===== config.mk =====
export PLATFORM = sky130hd
export DESIGN_NAME = led_fade_pattern_sequencer
export DESIGN_NICKNAME = d
export VERILOG_FILES = /design/src/lfps_pkg.sv /design/src/lfps_div.sv /design/src/lfps_dp.sv /design/src/lfps_ctrl.sv /design/src/led_fade_pattern_sequencer.sv
export SDC_FILE = /design/constraint.sdc
export NUM_CORES = 1
export LEC_CHECK = 0
export BUFFER_PORTS_ARGS = -buffer_cell sky130_fd_sc_hd__buf_2
export CORE_ASPECT_RATIO = 1.4
export CORE_MARGIN = 1.5
export CORE_UTILIZATION = 65
export CTS_BUF_LIST = sky130_fd_sc_hd__clkbuf_8
export DETAILED_ROUTE_END_ITERATION = 10
export PLACE_DENSITY_LB_ADDON = 0.05
export RECOVER_POWER = 25
export SYNTH_ARGS = -nofsm -noshare
export SYNTH_HDL_FRONTEND = slang
export SYNTH_HIERARCHICAL = 1
export SYNTH_SLANG_ARGS = --single-unit

===== constraint.sdc =====
create_clock -name clk_i -period 6.15 [get_ports clk_i]
set_input_delay 1.23 -clock clk_i [delete_from_list [all_inputs] [get_ports clk_i]]
set_output_delay 1.23 -clock clk_i [all_outputs]
set_load 0.01 [all_outputs]

===== src/lfps_pkg.sv =====
package lfps_pkg;

  localparam int TABLE_DEPTH = 32;
  localparam int FRAC_BITS   = 16;
  localparam int ADDR_W      = $clog2(TABLE_DEPTH);
  localparam int LEVEL_W     = 8;
  localparam int TICKS_W     = 8;
  localparam int ACC_W       = LEVEL_W + FRAC_BITS;

  typedef enum logic [1:0] {
    CMD_TICK  = 2'd0,
    CMD_ON    = 2'd1,
    CMD_OFF   = 2'd2,
    CMD_WRITE = 2'd3
  } cmd_e;

  typedef enum logic [1:0] {
    KIND_RAMP = 2'd0,
    KIND_JUMP = 2'd1,
    KIND_LOOP = 2'd2,
    KIND_END  = 2'd3
  } kind_e;

  typedef enum logic [2:0] {
    PH_IDLE  = 3'd0,
    PH_ON    = 3'd1,
    PH_OFF   = 3'd2,
    PH_FIRST = 3'd3,
    PH_STAY  = 3'd4,
    PH_RUN   = 3'd5,
    PH_NEXT  = 3'd6
  } phase_e;

  typedef enum logic [1:0] {
    DIR_HOLD = 2'd0,
    DIR_UP   = 2'd1,
    DIR_DOWN = 2'd2
  } dir_e;

  typedef enum logic [3:0] {
    OP_NONE,
    OP_LATCH,
    OP_WRITE,
    OP_ON,
    OP_OFF,
    OP_SWITCH,
    OP_STAY,
    OP_RUN,
    OP_READ_FIRST,
    OP_FIRST,
    OP_READ_NEXT,
    OP_ENTER,
    OP_DIV_DONE,
    OP_EMIT
  } dp_op_e;

  typedef struct packed {
    logic [1:0]         command;
    logic [4:0]         row_index;
    logic [1:0]         row_kind;
    logic [TICKS_W-1:0] row_time;
    logic [LEVEL_W-1:0] row_level;
  } in_word_t;

  typedef struct packed {
    logic [LEVEL_W-1:0] pwm_level;
    logic               busy_res;
  } out_word_t;

  typedef struct packed {
    kind_e              kind;
    logic [TICKS_W-1:0] ticks;
    logic [LEVEL_W-1:0] level;
  } row_t;

  typedef struct packed {
    cmd_e   cmd;
    phase_e phase;
    logic   need_div;
    logic   div_done;
    logic   out_free;
  } dp_status_t;

endpackage


===== src/lfps_div.sv =====
module lfps_div (
  input  logic                             clk_i,
  input  logic                             rst_ni,
  input  logic                             start_i,
  input  logic [lfps_pkg::ACC_W-1:0]       dividend_i,
  input  logic [lfps_pkg::TICKS_W-1:0]     divisor_i,
  output logic                             done_o,
  output logic [lfps_pkg::ACC_W-1:0]       quotient_o
);

  localparam int CNT_W = $clog2(lfps_pkg::ACC_W + 1);

  logic                             busy_q, busy_d;
  logic                             done_q, done_d;
  logic [CNT_W-1:0]                 cnt_q, cnt_d;
  logic [lfps_pkg::TICKS_W-1:0]     rem_q, rem_d;
  logic [lfps_pkg::TICKS_W-1:0]     div_q, div_d;
  logic [lfps_pkg::ACC_W-1:0]       quo_q, quo_d;
  logic [lfps_pkg::TICKS_W:0]       trial;
  logic                             fits;

  // Restoring division: the dividend shifts out of the top of quo_q while the
  // quotient bits shift in at the bottom, one bit per cycle.
  assign trial = {rem_q, quo_q[lfps_pkg::ACC_W-1]};
  assign fits  = trial >= {1'b0, div_q};

  always_comb begin
    busy_d = busy_q;
    done_d = 1'b0;
    cnt_d  = cnt_q;
    rem_d  = rem_q;
    div_d  = div_q;
    quo_d  = quo_q;
    if (start_i) begin
      busy_d = 1'b1;
      cnt_d  = CNT_W'(lfps_pkg::ACC_W);
      rem_d  = '0;
      div_d  = divisor_i;
      quo_d  = dividend_i;
    end else if (busy_q) begin
      rem_d = fits ? lfps_pkg::TICKS_W'(trial - {1'b0, div_q})
                   : trial[lfps_pkg::TICKS_W-1:0];
      quo_d = {quo_q[lfps_pkg::ACC_W-2:0], fits};
      cnt_d = cnt_q - 1'b1;
      if (cnt_q == CNT_W'(1)) begin
        busy_d = 1'b0;
        done_d = 1'b1;
      end
    end
  end

  always_ff @(posedge clk_i or negedge rst_ni) begin
    if (!rst_ni) begin
      busy_q <= 1'b0;
      done_q <= 1'b0;
      cnt_q  <= '0;
    end else begin
      busy_q <= busy_d;
      done_q <= done_d;
      cnt_q  <= cnt_d;
    end
  end

  always_ff @(posedge clk_i) begin
    rem_q <= rem_d;
    div_q <= div_d;
    quo_q <= quo_d;
  end

  assign done_o     = done_q;
  assign quotient_o = quo_q;

endmodule


===== src/lfps_dp.sv =====
module lfps_dp (
  input  logic                   clk_i,
  input  logic                   rst_ni,
  input  lfps_pkg::dp_op_e       op_i,
  input  lfps_pkg::in_word_t     in_word_i,
  input  logic                   out_stall_i,
  output logic                   out_valid_o,
  output lfps_pkg::out_word_t    out_word_o,
  output lfps_pkg::dp_status_t   status_o
);

  localparam int AW = lfps_pkg::ADDR_W;
  localparam int LW = lfps_pkg::LEVEL_W;
  localparam int FB = lfps_pkg::FRAC_BITS;
  localparam int XW = lfps_pkg::ACC_W;

  lfps_pkg::row_t   mem_q [lfps_pkg::TABLE_DEPTH];
  lfps_pkg::row_t   rd_q;
  lfps_pkg::in_word_t item_q;

  lfps_pkg::phase_e phase_q;
  lfps_pkg::dir_e   dir_q;
  logic [AW-1:0]    ptr_q;
  logic [XW-1:0]    acc_q;
  logic [XW-1:0]    step_q;
  logic [LW-1:0]    target_q;
  logic [lfps_pkg::TICKS_W-1:0] hold_q;
  logic [LW-1:0]    driven_q;
  logic             out_valid_q;
  lfps_pkg::out_word_t out_q;

  logic [AW-1:0]    ptr_inc;
  logic [AW-1:0]    rd_addr;
  logic             rd_en;
  logic             wr_en;
  logic [XW-1:0]    tgt_full;
  logic [XW:0]      sum_up;
  logic [XW:0]      tgt_plus;
  logic             run_done;
  logic [XW-1:0]    acc_run;
  logic [LW-1:0]    diff;
  logic [XW-1:0]    diff_full;
  logic             need_div;
  logic             out_free;
  logic             div_done;
  logic [XW-1:0]    quotient;
  lfps_pkg::row_t   wr_row;

  assign ptr_inc = (ptr_q == AW'(lfps_pkg::TABLE_DEPTH - 1)) ? '0 : ptr_q + 1'b1;

  always_comb begin
    rd_en   = 1'b0;
    rd_addr = ptr_inc;
    case (op_i)
      lfps_pkg::OP_READ_FIRST: begin
        rd_en   = 1'b1;
        rd_addr = '0;
      end
      lfps_pkg::OP_FIRST: begin
        rd_en   = 1'b1;
        rd_addr = AW'(1);
      end
      lfps_pkg::OP_READ_NEXT: begin
        rd_en   = 1'b1;
        rd_addr = ptr_inc;
      end
      default: begin
        rd_en   = 1'b0;
        rd_addr = ptr_inc;
      end
    endcase
  end

  assign wr_en = (op_i == lfps_pkg::OP_WRITE) &&
                 (int'(item_q.row_index) < lfps_pkg::TABLE_DEPTH);
  assign wr_row.kind  = lfps_pkg::kind_e'(item_q.row_kind);
  assign wr_row.ticks = item_q.row_time;
  assign wr_row.level = item_q.row_level;

  always_ff @(posedge clk_i) begin
    if (wr_en) begin
      mem_q[AW'(item_q.row_index)] <= wr_row;
    end
    if (rd_en) begin
      rd_q <= mem_q[rd_addr];
    end
    if (op_i == lfps_pkg::OP_LATCH) begin
      item_q <= in_word_i;
    end
  end

  // One ramp step toward the segment target.
  assign tgt_full = {target_q, {FB{1'b0}}};
  assign sum_up   = {1'b0, acc_q} + {1'b0, step_q};
  assign tgt_plus = {1'b0, tgt_full} + {1'b0, step_q};
  assign run_done = (dir_q == lfps_pkg::DIR_DOWN) ? ({1'b0, acc_q} <= tgt_plus)
                                                  : (sum_up >= {1'b0, tgt_full});
  assign acc_run  = (dir_q == lfps_pkg::DIR_DOWN) ? acc_q - step_q : sum_up[XW-1:0];

  // Segment setup from the row just read; the segment starts at the old target.
  assign diff      = (rd_q.level > target_q) ? rd_q.level - target_q
                                             : target_q - rd_q.level;
  assign diff_full = {diff, {FB{1'b0}}};
  assign need_div  = (rd_q.kind == lfps_pkg::KIND_RAMP) && (rd_q.ticks != '0) &&
                     (rd_q.level != target_q);

  lfps_div u_div (
    .clk_i      (clk_i),
    .rst_ni     (rst_ni),
    .start_i    ((op_i == lfps_pkg::OP_ENTER) && need_div),
    .dividend_i (diff_full),
    .divisor_i  (rd_q.ticks),
    .done_o     (div_done),
    .quotient_o (quotient)
  );

  always_ff @(posedge clk_i or negedge rst_ni) begin
    if (!rst_ni) begin
      phase_q  <= lfps_pkg::PH_IDLE;
      dir_q    <= lfps_pkg::DIR_HOLD;
      ptr_q    <= '0;
      acc_q    <= '0;
      step_q   <= '0;
      target_q <= '0;
      hold_q   <= '0;
      driven_q <= '0;
    end else begin
      case (op_i)
        lfps_pkg::OP_ON: phase_q <= lfps_pkg::PH_ON;
        lfps_pkg::OP_OFF: phase_q <= lfps_pkg::PH_OFF;
        lfps_pkg::OP_SWITCH: begin
          ptr_q    <= '0;
          acc_q    <= '0;
          driven_q <= '0;
          phase_q  <= (phase_q == lfps_pkg::PH_ON) ? lfps_pkg::PH_FIRST
                                                   : lfps_pkg::PH_IDLE;
        end
        lfps_pkg::OP_STAY: begin
          if (hold_q <= 8'd1) begin
            hold_q  <= '0;
            phase_q <= lfps_pkg::PH_NEXT;
          end else begin
            hold_q <= hold_q - 1'b1;
          end
        end
        lfps_pkg::OP_RUN: begin
          if (run_done) begin
            acc_q    <= tgt_full;
            driven_q <= target_q;
            phase_q  <= (hold_q != '0) ? lfps_pkg::PH_STAY : lfps_pkg::PH_NEXT;
          end else begin
            acc_q    <= acc_run;
            driven_q <= acc_run[XW-1:FB];
          end
        end
        lfps_pkg::OP_FIRST: begin
          ptr_q    <= AW'(1);
          driven_q <= rd_q.level;
          target_q <= rd_q.level;
          acc_q    <= {rd_q.level, {FB{1'b0}}};
        end
        lfps_pkg::OP_READ_NEXT: ptr_q <= ptr_inc;
        lfps_pkg::OP_ENTER: begin
          case (rd_q.kind)
            lfps_pkg::KIND_END: phase_q <= lfps_pkg::PH_IDLE;
            lfps_pkg::KIND_LOOP: begin
              ptr_q   <= '0;
              phase_q <= lfps_pkg::PH_FIRST;
            end
            default: begin
              acc_q <= tgt_full;
              if (rd_q.level == target_q) begin
                dir_q   <= lfps_pkg::DIR_HOLD;
                step_q  <= '0;
                hold_q  <= rd_q.ticks;
                phase_q <= lfps_pkg::PH_STAY;
              end else begin
                dir_q    <= (rd_q.level > target_q) ? lfps_pkg::DIR_UP
                                                    : lfps_pkg::DIR_DOWN;
                // Overwritten by the quotient when a division follows.
                step_q   <= diff_full;
                target_q <= rd_q.level;
                if (rd_q.kind == lfps_pkg::KIND_JUMP) begin
                  hold_q <= (rd_q.ticks != '0) ? rd_q.ticks : 8'd1;
                end else begin
                  hold_q <= '0;
                end
                phase_q <= lfps_pkg::PH_RUN;
              end
            end
          endcase
        end
        lfps_pkg::OP_DIV_DONE: step_q <= quotient;
        default: begin
        end
      endcase
    end
  end

  // Output register; the next item can be worked on while a word waits here.
  assign out_free = !out_valid_q || !out_stall_i;

  always_ff @(posedge clk_i or negedge rst_ni) begin
    if (!rst_ni) begin
      out_valid_q <= 1'b0;
    end else if (op_i == lfps_pkg::OP_EMIT) begin
      out_valid_q <= 1'b1;
    end else if (!out_stall_i) begin
      out_valid_q <= 1'b0;
    end
  end

  always_ff @(posedge clk_i) begin
    if (op_i == lfps_pkg::OP_EMIT) begin
      out_q.pwm_level <= driven_q;
      out_q.busy_res  <= (phase_q != lfps_pkg::PH_IDLE);
    end
  end

  assign out_valid_o       = out_valid_q;
  assign out_word_o        = out_q;
  assign status_o.cmd      = lfps_pkg::cmd_e'(item_q.command);
  assign status_o.phase    = phase_q;
  assign status_o.need_div = need_div;
  assign status_o.div_done = div_done;
  assign status_o.out_free = out_free;

endmodule


===== src/lfps_ctrl.sv =====
module lfps_ctrl (
  input  logic                   clk_i,
  input  logic                   rst_ni,
  input  logic                   in_valid_i,
  output logic                   in_stall_o,
  input  lfps_pkg::dp_status_t   status_i,
  output lfps_pkg::dp_op_e       op_o
);

  typedef enum logic [5:0] {
    S_IDLE   = 6'b000001,
    S_DECODE = 6'b000010,
    S_FIRST  = 6'b000100,
    S_ENTER  = 6'b001000,
    S_DIV    = 6'b010000,
    S_EMIT   = 6'b100000
  } state_e;

  state_e state_q, state_d;

  always_comb begin
    state_d = state_q;
    op_o    = lfps_pkg::OP_NONE;
    case (state_q)
      S_IDLE: begin
        if (in_valid_i) begin
          op_o    = lfps_pkg::OP_LATCH;
          state_d = S_DECODE;
        end
      end
      S_DECODE: begin
        state_d = S_EMIT;
        case (status_i.cmd)
          lfps_pkg::CMD_WRITE: op_o = lfps_pkg::OP_WRITE;
          lfps_pkg::CMD_ON:    op_o = lfps_pkg::OP_ON;
          lfps_pkg::CMD_OFF:   op_o = lfps_pkg::OP_OFF;
          default: begin
            case (status_i.phase)
              lfps_pkg::PH_ON, lfps_pkg::PH_OFF: op_o = lfps_pkg::OP_SWITCH;
              lfps_pkg::PH_STAY: op_o = lfps_pkg::OP_STAY;
              lfps_pkg::PH_RUN:  op_o = lfps_pkg::OP_RUN;
              lfps_pkg::PH_FIRST: begin
                op_o    = lfps_pkg::OP_READ_FIRST;
                state_d = S_FIRST;
              end
              lfps_pkg::PH_NEXT: begin
                op_o    = lfps_pkg::OP_READ_NEXT;
                state_d = S_ENTER;
              end
              default: op_o = lfps_pkg::OP_NONE;
            endcase
          end
        endcase
      end
      S_FIRST: begin
        op_o    = lfps_pkg::OP_FIRST;
        state_d = S_ENTER;
      end
      S_ENTER: begin
        op_o    = lfps_pkg::OP_ENTER;
        state_d = status_i.need_div ? S_DIV : S_EMIT;
      end
      S_DIV: begin
        if (status_i.div_done) begin
          op_o    = lfps_pkg::OP_DIV_DONE;
          state_d = S_EMIT;
        end
      end
      S_EMIT: begin
        if (status_i.out_free) begin
          op_o    = lfps_pkg::OP_EMIT;
          state_d = S_IDLE;
        end
      end
      default: state_d = S_IDLE;
    endcase
  end

  always_ff @(posedge clk_i or negedge rst_ni) begin
    if (!rst_ni) begin
      state_q <= S_IDLE;
    end else begin
      state_q <= state_d;
    end
  end

  assign in_stall_o = (state_q != S_IDLE);

endmodule


===== src/led_fade_pattern_sequencer.sv =====
// Flow: an accepted word is latched, decoded and then emitted to the output register;
// a tick that reads the table also passes the enter state (and the first-row state
// after a switch on), and one that starts a timed ramp waits for the bit-serial step division.
// One word is in work at a time; the output register lets the next word in while a
// result waits. Reset (rst_ni low, asynchronous) leaves the sequencer idle at level 0;
// the pattern table is not cleared and must be loaded before it is played.
module led_fade_pattern_sequencer (
  input  logic                  clk_i,
  input  logic                  rst_ni,
  input  logic                  in_valid_i,
  output logic                  in_stall_o,
  input  lfps_pkg::in_word_t    in_word_i,
  output logic                  out_valid_o,
  input  logic                  out_stall_i,
  output lfps_pkg::out_word_t   out_word_o
);

  lfps_pkg::dp_op_e     op;
  lfps_pkg::dp_status_t status;

  lfps_ctrl u_ctrl (
    .clk_i      (clk_i),
    .rst_ni     (rst_ni),
    .in_valid_i (in_valid_i),
    .in_stall_o (in_stall_o),
    .status_i   (status),
    .op_o       (op)
  );

  lfps_dp u_dp (
    .clk_i       (clk_i),
    .rst_ni      (rst_ni),
    .op_i        (op),
    .in_word_i   (in_word_i),
    .out_stall_i (out_stall_i),
    .out_valid_o (out_valid_o),
    .out_word_o  (out_word_o),
    .status_o    (status)
  );

endmodule


== After elaboration in Yosys (flattened, before gate mapping) ==
Memories as Yosys holds them, arrays and structs flattened. A register that Yosys moved wholly into a read port is not among the register bits.
Cells that the tools add are included.
Word-level totals
  word-level logic and storage cells: 178
  memories kept: 1
  bits in writable memories: 576
  register bits: 170
Cells by class
  reduce and logical (&&, ||, !) cells: 30
  muxes and demuxes: 62
  $lt $le $gt $ge: 5
  add/subtract/negate cells: 9
  bitwise gates (word level): 1
  equal/unequal tests: 46
Memory list
  u_dp.mem_q: words 32, width 18, rd ports 1, clocked after memory_dff 1, wr ports 1, RTL line lfps_dp.sv:17  | lfps_pkg::row_t mem_q [lfps_pkg::TABLE_DEPTH];
Operators by type and width (number)
  $mux 24: 7
  $pmux 24 s4: 1
  $mux 8: 10
  $add 24x24->25: 2
  $pmux 24 s2: 1
  $pmux 6 s6: 1
  $pmux 8 s2: 2
  $mux 6: 5
  $ge 25x24->1: 1
  $le 24x25->1: 1
  $eq 4x4->1 const B: 6
  $pmux 4 s6: 1
  $pmux 8 s3: 1
  $sub 24x24->24: 1
  $sub 8x8->8: 3
  $mux 5: 4
  $pmux 4 s5: 1
  $pmux 5 s4: 1
  $pmux 3 s6: 1
  $eq 4x3->1 const B: 4
  $reduce_bool 8->1: 2
  $mux 1: 14
  $pmux 4 s3: 1
  $pmux 6 s2: 1
  44 further kinds: 81

== Longest topological paths before layout ==
  word-level depth: 8
  gate-level depth with buffers: 24
  gate-level depth less buffers: 23

== By module ==
The synthesis kept the hierarchy.
Modules (own cells, without submodules)
  lfps_dp: instances 1, area each 32651.3 sq um, seq. area each 20935.1 sq um, cells each 2824
  lfps_div: instances 1, area each 2398.6 sq um, seq. area each 1296.2 sq um, cells each 198
  lfps_ctrl: instances 1, area each 511.7 sq um, seq. area each 151.4 sq um, cells each 63

== Least setup slack after synthesis ==
No wires, ideal clock.
  path kind: in2reg
  start: in out_stall_i
  end: reg u_dp.u_div.quo_q, in the netlist u_dp/u_div/quotient_o[0], enable pin
  required time: 5769 ps
  path buffers: 3
  path slack: 1429 ps
  data arrival time: 4340 ps
  setup time: 381 ps
  cell stages on the path: 14
  cells stage by stage: nand2_1 > buf_4 > nand4_1 > o21ai_1 > or2_1 > buf_2 > nor2b_1 > nand3_1 > nor2_1 > nand2_1 > nor2_1 > buf_2 > clkinv_1 > nand2_1
RTL lines
  start, declared: RTL line led_fade_pattern_sequencer.sv:14  | input logic out_stall_i,
  end signal, assigned: RTL line lfps_div.sv:67  | quo_q <= quo_d;
  end, declared: RTL line lfps_div.sv:18  | logic [lfps_pkg::ACC_W-1:0] quo_q, quo_d;

== Worst setup path after layout ==
  start: reg u_dp.step_q[0]
  end: reg u_dp.acc_q[16]
On the way
  word-level cells in the longest chain between the ends: 5
  elaborated cells on any way between the ends: 9
  those cells by class: 3 x add/sub; 2 x order compare; 4 x mux
Ends and longest elaborated chain
  start, declared: RTL line lfps_dp.sv:25  | logic [XW-1:0] step_q;
  start signal, assigned: RTL line lfps_dp.sv:181  | step_q <= diff_full;
  start signal, assigned: RTL line lfps_dp.sv:193  | lfps_pkg::OP_DIV_DONE: step_q <= quotient;
  $add 24x24->25 (on tied branches): RTL line lfps_dp.sv:94, lfps_dp.sv:95
  $ge 25x24->1 or $le 24x25->1 (tied branches): RTL line lfps_dp.sv:97, lfps_dp.sv:96
  $mux 1: RTL line lfps_dp.sv:96  | assign run_done = (dir_q == lfps_pkg::DIR_DOWN) ? ({1'b0, acc_q} <= tgt_plus)
  $mux 24 *: RTL line lfps_dp.sv:147  | if (run_done) begin
  $pmux 24 s4 *: RTL line lfps_dp.sv:128  | case (op_i)
  end signal, assigned: RTL line lfps_dp.sv:148  | acc_q <= tgt_full;
  end signal, assigned: RTL line lfps_dp.sv:152  | acc_q <= acc_run;
  end signal, assigned: RTL line lfps_dp.sv:160  | acc_q <= {rd_q.level, {FB{1'b0}}};
  end, declared: RTL line lfps_dp.sv:24  | logic [XW-1:0] acc_q;
Every way passes the cells marked *; elsewhere a longest branch is shown, timed or not.
A chain may end at the register's enable or synchronous reset.

==> results.sh <==
export IMPL_syn_area_per_cell_um2=11.5
export IMPL_dpl_cell_count=3760
export IMPL_die_x_um=201
export IMPL_cp_max_fo=12
export IMPL_synth_edf_count=660
export IMPL_period_share=0.916
export IMPL_initialDrtViolationCount=2205
export IMPL_dp_slack_ps=577
export IMPL_vdd_drop_max_mv=0.383
export IMPL_viasPerCell=6.38
export IMPL_powerDensity_nw_per_um2=387
export IMPL_synth_seq_area_share=0.629
export IMPL_grt_max_degree=122
export IMPL_root_buffer="clkbuf_8"
export IMPL_r2r_start="u_dp/step_q[0]"
export IMPL_rsz0062_at_grt="no"
export IMPL_drt_wl_total_um=92700
export IMPL_wl_per_cell_um=23.4
export IMPL_die_h_um=280
export IMPL_min_path_cells=0
export IMPL_htreeDepth=3
export IMPL_ff2ff_path_depth=24
export IMPL_cts_tree="done"
export IMPL_final_common_cell="nand2_1"
export IMPL_clk_pin_slew_ps=70
export IMPL_rrSetupSlack_ps=520
export IMPL_whs_ps=461
export IMPL_skew_ps=39.5
export IMPL_placedInstanceArea_um2=36900
export IMPL_maxCapViolations=3
export IMPL_synthFlopType="edfxtp_1"
export IMPL_crit_type="flip-flop to flip-flop"
export IMPL_grt_usage=0.333
export IMPL_endpoint="u_dp/acc_q[16]"
export IMPL_start_util=0.656
export IMPL_drt_pass1_iter_count=6
export IMPL_core_area_um2=54200
export IMPL_ios=40
export IMPL_stdcell_area_um2=39000
export IMPL_post_route_util=0.720
export IMPL_min_path_type="flip-flop to flip-flop"
export IMPL_numPortBuffers=39
export IMPL_syn_inst=3085
export IMPL_leakagePower_nw=14.6
export IMPL_postRouteAntennaNets=0
export IMPL_drc=0
export IMPL_grt_antenna_before_repair=2
export IMPL_finalNonFillerCells=3970
export IMPL_worst_slack_ps=515
export IMPL_place_hpwl_um=60300
export IMPL_cts_buffer_depth=3
export IMPL_status="complete, but fails checks"
export IMPL_power_mw=15.1
export IMPL_fmax_mhz=177
export IMPL_fin_tns_setup_ps=0
export IMPL_overflow=0
export IMPL_synthDistinctLibCells=95
export IMPL_yosysWarnings=6
export IMPL_critPathLaunchType="flip-flop"
export IMPL_numClockSinks=764
export IMPL_setup_viol_count_final=0
export IMPL_worstPathArrival_ps=6290
export IMPL_hold_buffers=0
export IMPL_worst_pin_slew_ps=2020
export IMPL_clk_latency_ps=740
export IMPL_nets=3286
export IMPL_ctsResizeCount=0
export IMPL_post_cts_buffers=0
export IMPL_violations="capacitance limit, slew limit"
export IMPL_synthArstFlopShare=0.126
export IMPL_hold_violations=0
export IMPL_place_congestion=0.948
export IMPL_synth_seq_cells=764
export IMPL_areaGrowthSynthToFinish_pct=9.81
export IMPL_fill_cells=3710
export IMPL_startpoint="u_dp/step_q[0]"
export IMPL_num_vias=25342
export IMPL_synth_area_um2=35600
export IMPL_cts_buffers=110
export IMPL_required_ps=6810
export IMPL_rows=101
export IMPL_drive_above_1_share=0.112
export IMPL_max_slew_margin_rel=-0.346
export IMPL_grt_first_pass_wirelength_um=142000
export IMPL_mostFrequentLayoutCells="nand2_1 (687), edfxtp_1 (660), nand3_1 (177)"
export IMPL_r2r_end="u_dp/acc_q[16]"
export IMPL_die_area_um2=56100
export IMPL_maxSlewViolCount=104
export IMPL_fin_crit_ps=5630
export IMPL_grt_pass1_vias=25471
export IMPL_end_kind="flip-flop"
[cells by family after synthesis]
group	after synthesis	share of synthesized area
buffers and inverters	284	0.0316
AND/OR/NAND/NOR	1234	0.154
other	1	0.000105
adder cells (fa/ha/maj)	106	0.0386
AO/OA/AOI/OAI	600	0.120
flip-flops	764	0.629
multiplexers	40	0.0122
XOR/XNOR	56	0.0138
[synthesized netlist by cell type, drive strengths merged (27+ instances only)]
cell	n	share of area
nand2	688	0.073
edfxtp	660	0.56
nand3	177	0.025
clkbuf	150	0.016
nor2	136	0.014
a21oi	112	0.016
a311oi	112	0.028
ha	100	0.035
dfrtp	95	0.067
inv	94	0.0099
o21ai	85	0.012
and3	77	0.014
a31oi	50	0.0092
a211oi	46	0.010
buf	38	0.0057
xnor2	35	0.0086
nor3	31	0.0044
a21o	30	0.0063
mux2	27	0.0085
[how the worst min path moves through the flow]
stage	from	endpoint	slack (ps)
after global routing	u_dp/driven_q[5]	u_dp/out_word_o[6]	470
after floorplan	u_dp/driven_q[5]	u_dp/out_word_o[6]	420
after global placement	u_dp/driven_q[4]	u_dp/out_word_o[5]	440
after CTS	rst_ni	u_dp/ptr_q[1]	420
after detailed placement	u_dp/driven_q[5]	u_dp/out_word_o[6]	430
final	u_dp/driven_q[7]	u_dp/out_word_o[8]	460
[state kept, by name, summed over array words and instances, names as in the netlist, 2 cells and up]
signal,flops
u_dp/mem_q,576
u_dp/u_div/div_q,8
u_dp/out_word_o,9
u_dp/driven_q,8
u_dp/u_div/rem_q,8
u_dp/u_div/cnt_q,5
u_dp/rd_q,18
u_dp/acc_q,24
u_dp/item_q,23
u_dp/status_o,2
u_ctrl/state_q,6
u_dp/phase_q,3
u_dp/dir_q,2
u_dp/step_q,24
u_dp/u_div/quotient_o,24
u_dp/target_q,8
u_dp/ptr_q,5
u_dp/hold_q,8
[worst max-delay path: stages, from the launching register on]
cell,delay [ps]
dfrtp_1,390
ha_1,210
inv_1,60
fa_1,400
or2_1,310
a221oi_1,340
o31a_1,360
a21o_1,240
a21oi_1,150
nor2_1,150
nor2_1,50
nor2_1,80
nor2_1,60
xor2_1,150
ha_1,300
nand4_1,180
a211oi_1,260
nand4_1,110
or4_1,530
nor4_2,150
nand4_1,120
buf_4,220
and2_1,290
a211o_1,310
a21oi_1,140
[final cells by class]
class,count,area [um2],area share
Sequential cell,764,22400,0.573
Antenna cell,2,5.00,0.000128
Clock buffer,116,1600,0.0409
Multi-Input combinational cell,2052,12300,0.314
Tap cell,721,902,0.0231
Clock inverter,92,559,0.0143
Timing Repair Buffer,127,981,0.0251
Inverter,96,360,0.00923
[where the power goes]
group          internal (mW)  switching (mW)  leakage [nW]
Sequential              6.43           0.659          7.22
Clock                   1.98            1.93          1.25
Combinational           1.58            2.56          6.17
[routing by layer]
layer,up-vias,wire length (um),GRT usage
li1,11539,-,-
met1,12482,33100,0.370
met2,1007,48600,0.599
met3,314,5290,0.0503
met4,0,5750,0.211
met5,-,0,0
Note: power is estimated with default switching activity, not from simulation.
